`config.mk`:
```
export PLATFORM = sky130hd
export DESIGN_NAME = bsc_temp
export DESIGN_NICKNAME = d
export VERILOG_FILES = /design/src/rtl/bsc_pkg.sv /design/src/rtl/bsc_temp.sv
export SDC_FILE = /design/constraint.sdc
export NUM_CORES = 2
export LEC_CHECK = 0
export BUFFER_PORTS_ARGS = -buffer_cell sky130_fd_sc_hd__buf_2
export CORE_AREA = 2 2 267 269
export CTS_BUF_LIST = sky130_fd_sc_hd__clkbuf_4 sky130_fd_sc_hd__clkbuf_8
export DETAILED_ROUTE_END_ITERATION = 6
export DIE_AREA = 0 0 269 271
export GPL_TIMING_DRIVEN = 0
export PLACE_DENSITY = 0.83
export SLEW_MARGIN = 25
export SYNTH_ARGS = -nofsm -noshare
export SYNTH_HDL_FRONTEND = slang
export SYNTH_SLANG_ARGS = --single-unit
```
`constraint.sdc`:
```
create_clock -name clk -period 6.75 [get_ports clk]
set_input_delay 1.6875 -clock clk [delete_from_list [all_inputs] [get_ports clk]]
set_output_delay 1.6875 -clock clk [all_outputs]
set_load 0.005 [all_outputs]
```
`src/rtl/bsc_pkg.sv`:
```
// Shared types and constants for the barometric sensor compensation pipeline.
// No dependencies; every other RTL file imports this package.
`default_nettype none

package bsc_pkg;

	localparam int unsigned DivBits = 64;
	localparam int unsigned DenW    = 31;

	localparam logic [20:0] PresFull   = 21'd1048576;
	localparam logic [24:0] FineOffset = 25'd128000;
	localparam logic [63:0] Bias47     = 64'h0000_8000_0000_0000;
	localparam logic [11:0] NumScale   = 12'd3125;

	typedef enum logic [1:0] {
		CFG_CAL_T    = 2'd0,
		CFG_CAL_P_LO = 2'd1,
		CFG_CAL_P_HI = 2'd2,
		CFG_CAL_P9   = 2'd3
	} cfg_reg_t;

	typedef struct packed {
		logic [15:0] t1;
		logic [15:0] t2;
		logic [15:0] t3;
		logic [15:0] p1;
		logic [15:0] p2;
		logic [15:0] p3;
		logic [15:0] p4;
		logic [15:0] p5;
		logic [15:0] p6;
		logic [15:0] p7;
		logic [15:0] p8;
		logic [15:0] p9;
	} cal_t;

	typedef struct packed {
		logic [31:0] fine;
		logic [24:0] v1;
		logic [20:0] pbase;
	} temp_res_t;

	typedef struct packed {
		logic [31:0] fine;
		logic        neg;
		logic        zero;
	} side_t;

	typedef struct packed {
		logic [63:0]     num_mag;
		logic [DenW-1:0] den_mag;
		side_t           side;
	} div_in_t;

	typedef struct packed {
		logic [63:0] quot;
		side_t       side;
	} div_out_t;

	typedef struct packed {
		logic [31:0] fine;
		logic [31:0] pq;
		logic        fault;
	} result_t;

endpackage

`default_nettype wire

```
`src/rtl/bsc_temp.sv`:
```
// Temperature compensation stages: fine temperature and the offset term v1.
// Depends on bsc_pkg.
`default_nettype none

module bsc_temp (
	input  logic               clk,
	input  logic               arst_n,
	input  logic               en,
	input  logic               in_vld,
	input  logic [19:0]        raw_t,
	input  logic [19:0]        raw_p,
	input  bsc_pkg::cal_t      cal,
	output logic               out_vld,
	output bsc_pkg::temp_res_t res
);
	import bsc_pkg::*;

	logic               vld_s1, vld_s2, vld_s3, vld_s4;
	logic signed [17:0] d1_s1, d1_c;
	logic signed [16:0] d2_s1, d2_c;
	logic [20:0]        pb_s1, pb_s2, pb_s3, pb_s4, pb_c;
	logic signed [33:0] m1_s2, sq_s2, m1_c, sq_c;
	logic signed [21:0] sqh_c;
	logic signed [22:0] tt1_s3;
	logic signed [37:0] a2_s3, a2_c;
	logic signed [23:0] a2h_c;
	logic signed [31:0] fine_s4, fine_c;
	logic signed [24:0] v1_s4, v1_c;

	assign d1_c   = $signed({1'b0, raw_t[19:3]}) - $signed({1'b0, cal.t1, 1'b0});
	assign d2_c   = $signed({1'b0, raw_t[19:4]}) - $signed({1'b0, cal.t1});
	assign pb_c   = PresFull - {1'b0, raw_p};
	assign m1_c   = d1_s1 * $signed(cal.t2);
	assign sq_c   = d2_s1 * d2_s1;
	assign sqh_c  = sq_s2[33:12];
	assign a2_c   = sqh_c * $signed(cal.t3);
	assign a2h_c  = a2_s3[37:14];
	assign fine_c = {{9{tt1_s3[22]}}, tt1_s3} + {{8{a2h_c[23]}}, a2h_c};
	assign v1_c   = fine_c[24:0] - FineOffset;

	always_ff @(posedge clk or negedge arst_n) begin
		if (!arst_n) begin
			vld_s1 <= 1'b0;
			vld_s2 <= 1'b0;
			vld_s3 <= 1'b0;
			vld_s4 <= 1'b0;
		end else if (en) begin
			vld_s1 <= in_vld;
			vld_s2 <= vld_s1;
			vld_s3 <= vld_s2;
			vld_s4 <= vld_s3;
		end
	end

	always_ff @(posedge clk) begin
		if (en) begin
			d1_s1   <= d1_c;
			d2_s1   <= d2_c;
			pb_s1   <= pb_c;
			m1_s2   <= m1_c;
			sq_s2   <= sq_c;
			pb_s2   <= pb_s1;
			tt1_s3  <= m1_s2[33:11];
			a2_s3   <= a2_c;
			pb_s3   <= pb_s2;
			fine_s4 <= fine_c;
			v1_s4   <= v1_c;
			pb_s4   <= pb_s3;
		end
	end

	assign out_vld   = vld_s4;
	assign res.fine  = fine_s4;
	assign res.v1    = v1_s4;
	assign res.pbase = pb_s4;

endmodule

`default_nettype wire

```
==> flow_summary.yaml <==
setup_path:
  timing.critical_path.arrival_ns: 7.34
  crit_required_ns: 7.04
  worstSetupEndpointType: "register"
  path_max_fanout: 6
  worst_setup_path_start_kind: "primary input"
  critical_path_class: "in2reg"
synth:
  number_of_nets_produced_by_synthesis: 5572
  yosys_warnings: 0
  async_flop_share_pct: 1.681
  synth_cell_type_count: 73
  ys_dominant_reg_cell: "sky130_fd_sc_hd__edfxtp_1"
  synth_edf_count: 234
  postSynthAreaPerCell_sq_um: 10.12
  syn_inst: 4129
  ys_seq_area_share_pct: 17.05
  ys_seq_elements: 238
  synthesis.area_sq_um: 41790
finish:
  area_growth_pct: 14.64
  seqCellArea_sq_um: 7127
  finish.utilization_pct: 68.65
  fillerInstances: 4883
  layout-drive-gt1-share_pct: 15.36
  total_number_of_nets_in_the_final_design: 5914
  multiInputGateArea_sq_um: 30740
global_routing:
  grt_pass1_vias: 32206
  grt_pass1_wl_mm: 168.1
  grt_util_all_layers_pct: 29.93
  antenna_found_initial: 1
  global_route_overflow: 0
  largest_net_degree_at_the_start_of_global_routing: 102
sta:
  postLayoutSetupSlackWorst_ns: -0.2958
  grt_setup_unrepaired: "true"
  relSlewSlack_pct: 41.56
  final.setup_skew_ns: 0.06813
  finalSetupViolCount: 24
  final_hold_viol_count: 0
  worstMarginPinSlew_ns: 0.8765
  timing.fmax_ghz: 0.1419
  min_period_ns: 7.046
  period_utilisation_layout_pct: 104.4
  timing_max_transition_violations_final: 0
clock_tree:
  buffers_from_clock_root_to_sink_at_most: 3
  clk_root_buffer_cell: "sky130_fd_sc_hd__clkbuf_8"
  clock_insertion_delay_worst_skew_ns: 0.61
  cts_made_buffers: 38
  cts-htree-levels: 2
  cts.sink_count: 238
  tritoncts: "done"
  clkSlewWorstSetupHoldPaths_ns: 0.06
floorplan:
  placeableCoreArea_sq_um: 69790
  die_height_um: 271
  die-area_sq_um: 72900
  design.portCount: 315
  fp.dieW_um: 269
  initial_utilization_pct: 59.89
  row_count: 97
routing:
  drtAntennaViolNets: 0
  drt-wirelength-per-cell_um: 19.30
  vias: 29452
  drt_via_density: 5.414
  totalWireLength_mm: 105.0
  drc_errors: 0
  drtPass1Iterations: 5
  first_iter_violations: 2035
placed_design:
  gp_routability_congestion: 0.9892
  estimated_wirelength_of_the_detail_placed_design_mm: 83.78
  port_buffers: 161
outcome:
  outcome: "complete, but fails checks"
  failed_checks: "setup timing"
worst_hold_path:
  min-delay-path-class: "reg2reg"
run:
  max_cap_violations: 0
==> flip-flops by register name (all words and copies together), names as in the netlist <==
signal and count:
fine_s4 25, a2_s3 24, m1_s2 23, tt1_s3 23, sq_s2 22, pb_s1 21, pb_s2 21, pb_s3 21
pb_s4 21, d1_s1 18, v1_s4 15, out_vld 1, vld_s1 1, vld_s2 1, vld_s3 1
==> cell families (layout without fill, tap and decap cells) <==
logic type      Yosys count  after routing  share of synthesized area, %
buf+inv                1263           1633                         11.50
fa+ha+maj              1207           1207                         52.43
simple gates           1026           1026                         11.74
compound gates          238            238                         3.949
flops                   238            238                         17.05
xor+xnor                152            152                         3.203
mux                       5              5                        0.1317
other cells               0              1                             0
==> metrics by stage <==
step	TNS (ns)	cells	hold WS, ns	setup WS, ns	area, sq um
2_1_floorplan	-3.240	4129	0.4003	-0.4053	42490
3_3_place_gp	-41.58	5230	0.4002	-1.389	44470
3_5_place_dp	-43.29	5232	0.4045	-1.443	44540
4_1_cts	-1.009	5389	0.3774	-0.1817	47090
5_1_grt	-6.896	5440	0.3989	-0.3919	47910
6_report	-3.504	5440	0.3556	-0.2958	47910
==> cell type report <==
type | instances | share of cell area [%]
Sequential cell | 238 | 14.88
Timing Repair Buffer | 304 | 4.831
Clock inverter | 27 | 0.5275
Tap cell | 940 | 2.455
Antenna cell | 1 | 0.005223
Clock buffer | 41 | 1.139
Buffer | 147 | 3.220
Inverter | 1114 | 8.775
Multi-Input combinational cell | 2628 | 64.17
==> per-layer routing <==
layer | track usage, % | up-vias | wire length, um
met5 | 0 | - | 0
met4 | 15.77 | 0 | 6448
met3 | 5.133 | 402 | 9298
met2 | 49.10 | 1482 | 50220
met1 | 38.15 | 14671 | 39040
li1 | - | 12897 | -
==> Yosys cell counts, types with 23 or more instances <==
master,number,share of area [%]
sky130_fd_sc_hd__fa_1,907,43
sky130_fd_sc_hd__edfxtp_1,234,17
sky130_fd_sc_hd__and2_1,288,4.3
sky130_fd_sc_hd__xor2_1,36,0.75
sky130_fd_sc_hd__inv_1,1113,10
sky130_fd_sc_hd__a21o_1,40,0.72
sky130_fd_sc_hd__o21ai_0,36,0.43
sky130_fd_sc_hd__ha_1,300,9.0
sky130_fd_sc_hd__nand2b_1,24,0.36
sky130_fd_sc_hd__xnor2_1,115,2.4
sky130_fd_sc_hd__clkbuf_1,131,1.2
sky130_fd_sc_hd__nor2_1,112,1.0
sky130_fd_sc_hd__a21oi_1,56,0.67
sky130_fd_sc_hd__nand2_1,487,4.4
sky130_fd_sc_hd__nor3_1,23,0.28
==> cells in the final DEF, fill, tap and decap left out, drive strengths merged, types with 37 or more instances in the layout <==
cell type,Yosys,routed
nor2,114,114
fa,907,907
edfxtp,234,234
xnor2,115,115
xor2,37,37
a21oi,61,61
ha,300,300
o21ai,50,50
a21o,40,40
and2,288,288
inv,1113,1114
buf,18,342
clkbuf,131,149
nand2,487,487
==> critical path, cell delays in order <==
cell,delay [ns]
sky130_fd_sc_hd__buf_12,0.11
sky130_fd_sc_hd__clkbuf_16,0.14
sky130_fd_sc_hd__buf_8,0.11
sky130_fd_sc_hd__nand2_1,0.07
sky130_fd_sc_hd__fa_1,0.50
sky130_fd_sc_hd__inv_1,0.06
sky130_fd_sc_hd__fa_1,0.50
sky130_fd_sc_hd__fa_1,0.42
sky130_fd_sc_hd__ha_1,0.32
sky130_fd_sc_hd__fa_1,0.49
sky130_fd_sc_hd__inv_1,0.06
sky130_fd_sc_hd__fa_1,0.48
sky130_fd_sc_hd__inv_1,0.07
sky130_fd_sc_hd__ha_4,0.22
sky130_fd_sc_hd__a221o_1,0.32
sky130_fd_sc_hd__a221o_1,0.36
sky130_fd_sc_hd__a21oi_4,0.19
sky130_fd_sc_hd__o22ai_4,0.13
sky130_fd_sc_hd__a21o_1,0.25
sky130_fd_sc_hd__a211oi_4,0.33
sky130_fd_sc_hd__o21ai_2,0.12
sky130_fd_sc_hd__buf_6,0.13
sky130_fd_sc_hd__nor3_2,0.15
sky130_fd_sc_hd__nor2_1,0.10
==> path summary, 6_finish.rpt <==
| kind | start | end | slack, ns | depth (start not counted) |
|---|---|---|---|---|
| setup / recovery | cal[163] | m1_s2[32] | -0.30 | 24 |
| hold / removal | m1_s2[25] | tt1_s3[14] | 0.36 | 0 |
| setup reg to reg | d1_s1[7] | m1_s2[32] | -0.24 | 22 |
| hold reg to reg | m1_s2[25] | tt1_s3[14] | 0.36 | 0 |
| max in group asynchronous | arst_n | out_vld | 5.71 | 1 |
| min in group asynchronous | arst_n | vld_s2 | 0.92 | 1 |
==> repair_timing <==
action,in CTS,in global routing
pin swaps,114,97
setup buffers,86,50
resized for setup,255,164
setup endpoints to repair,49,39
gates cloned,5,1
hold buffers,0,0
Power is not shown: default switching activity piles up to over one toggle a cycle in this logic, so the estimate is an artifact.
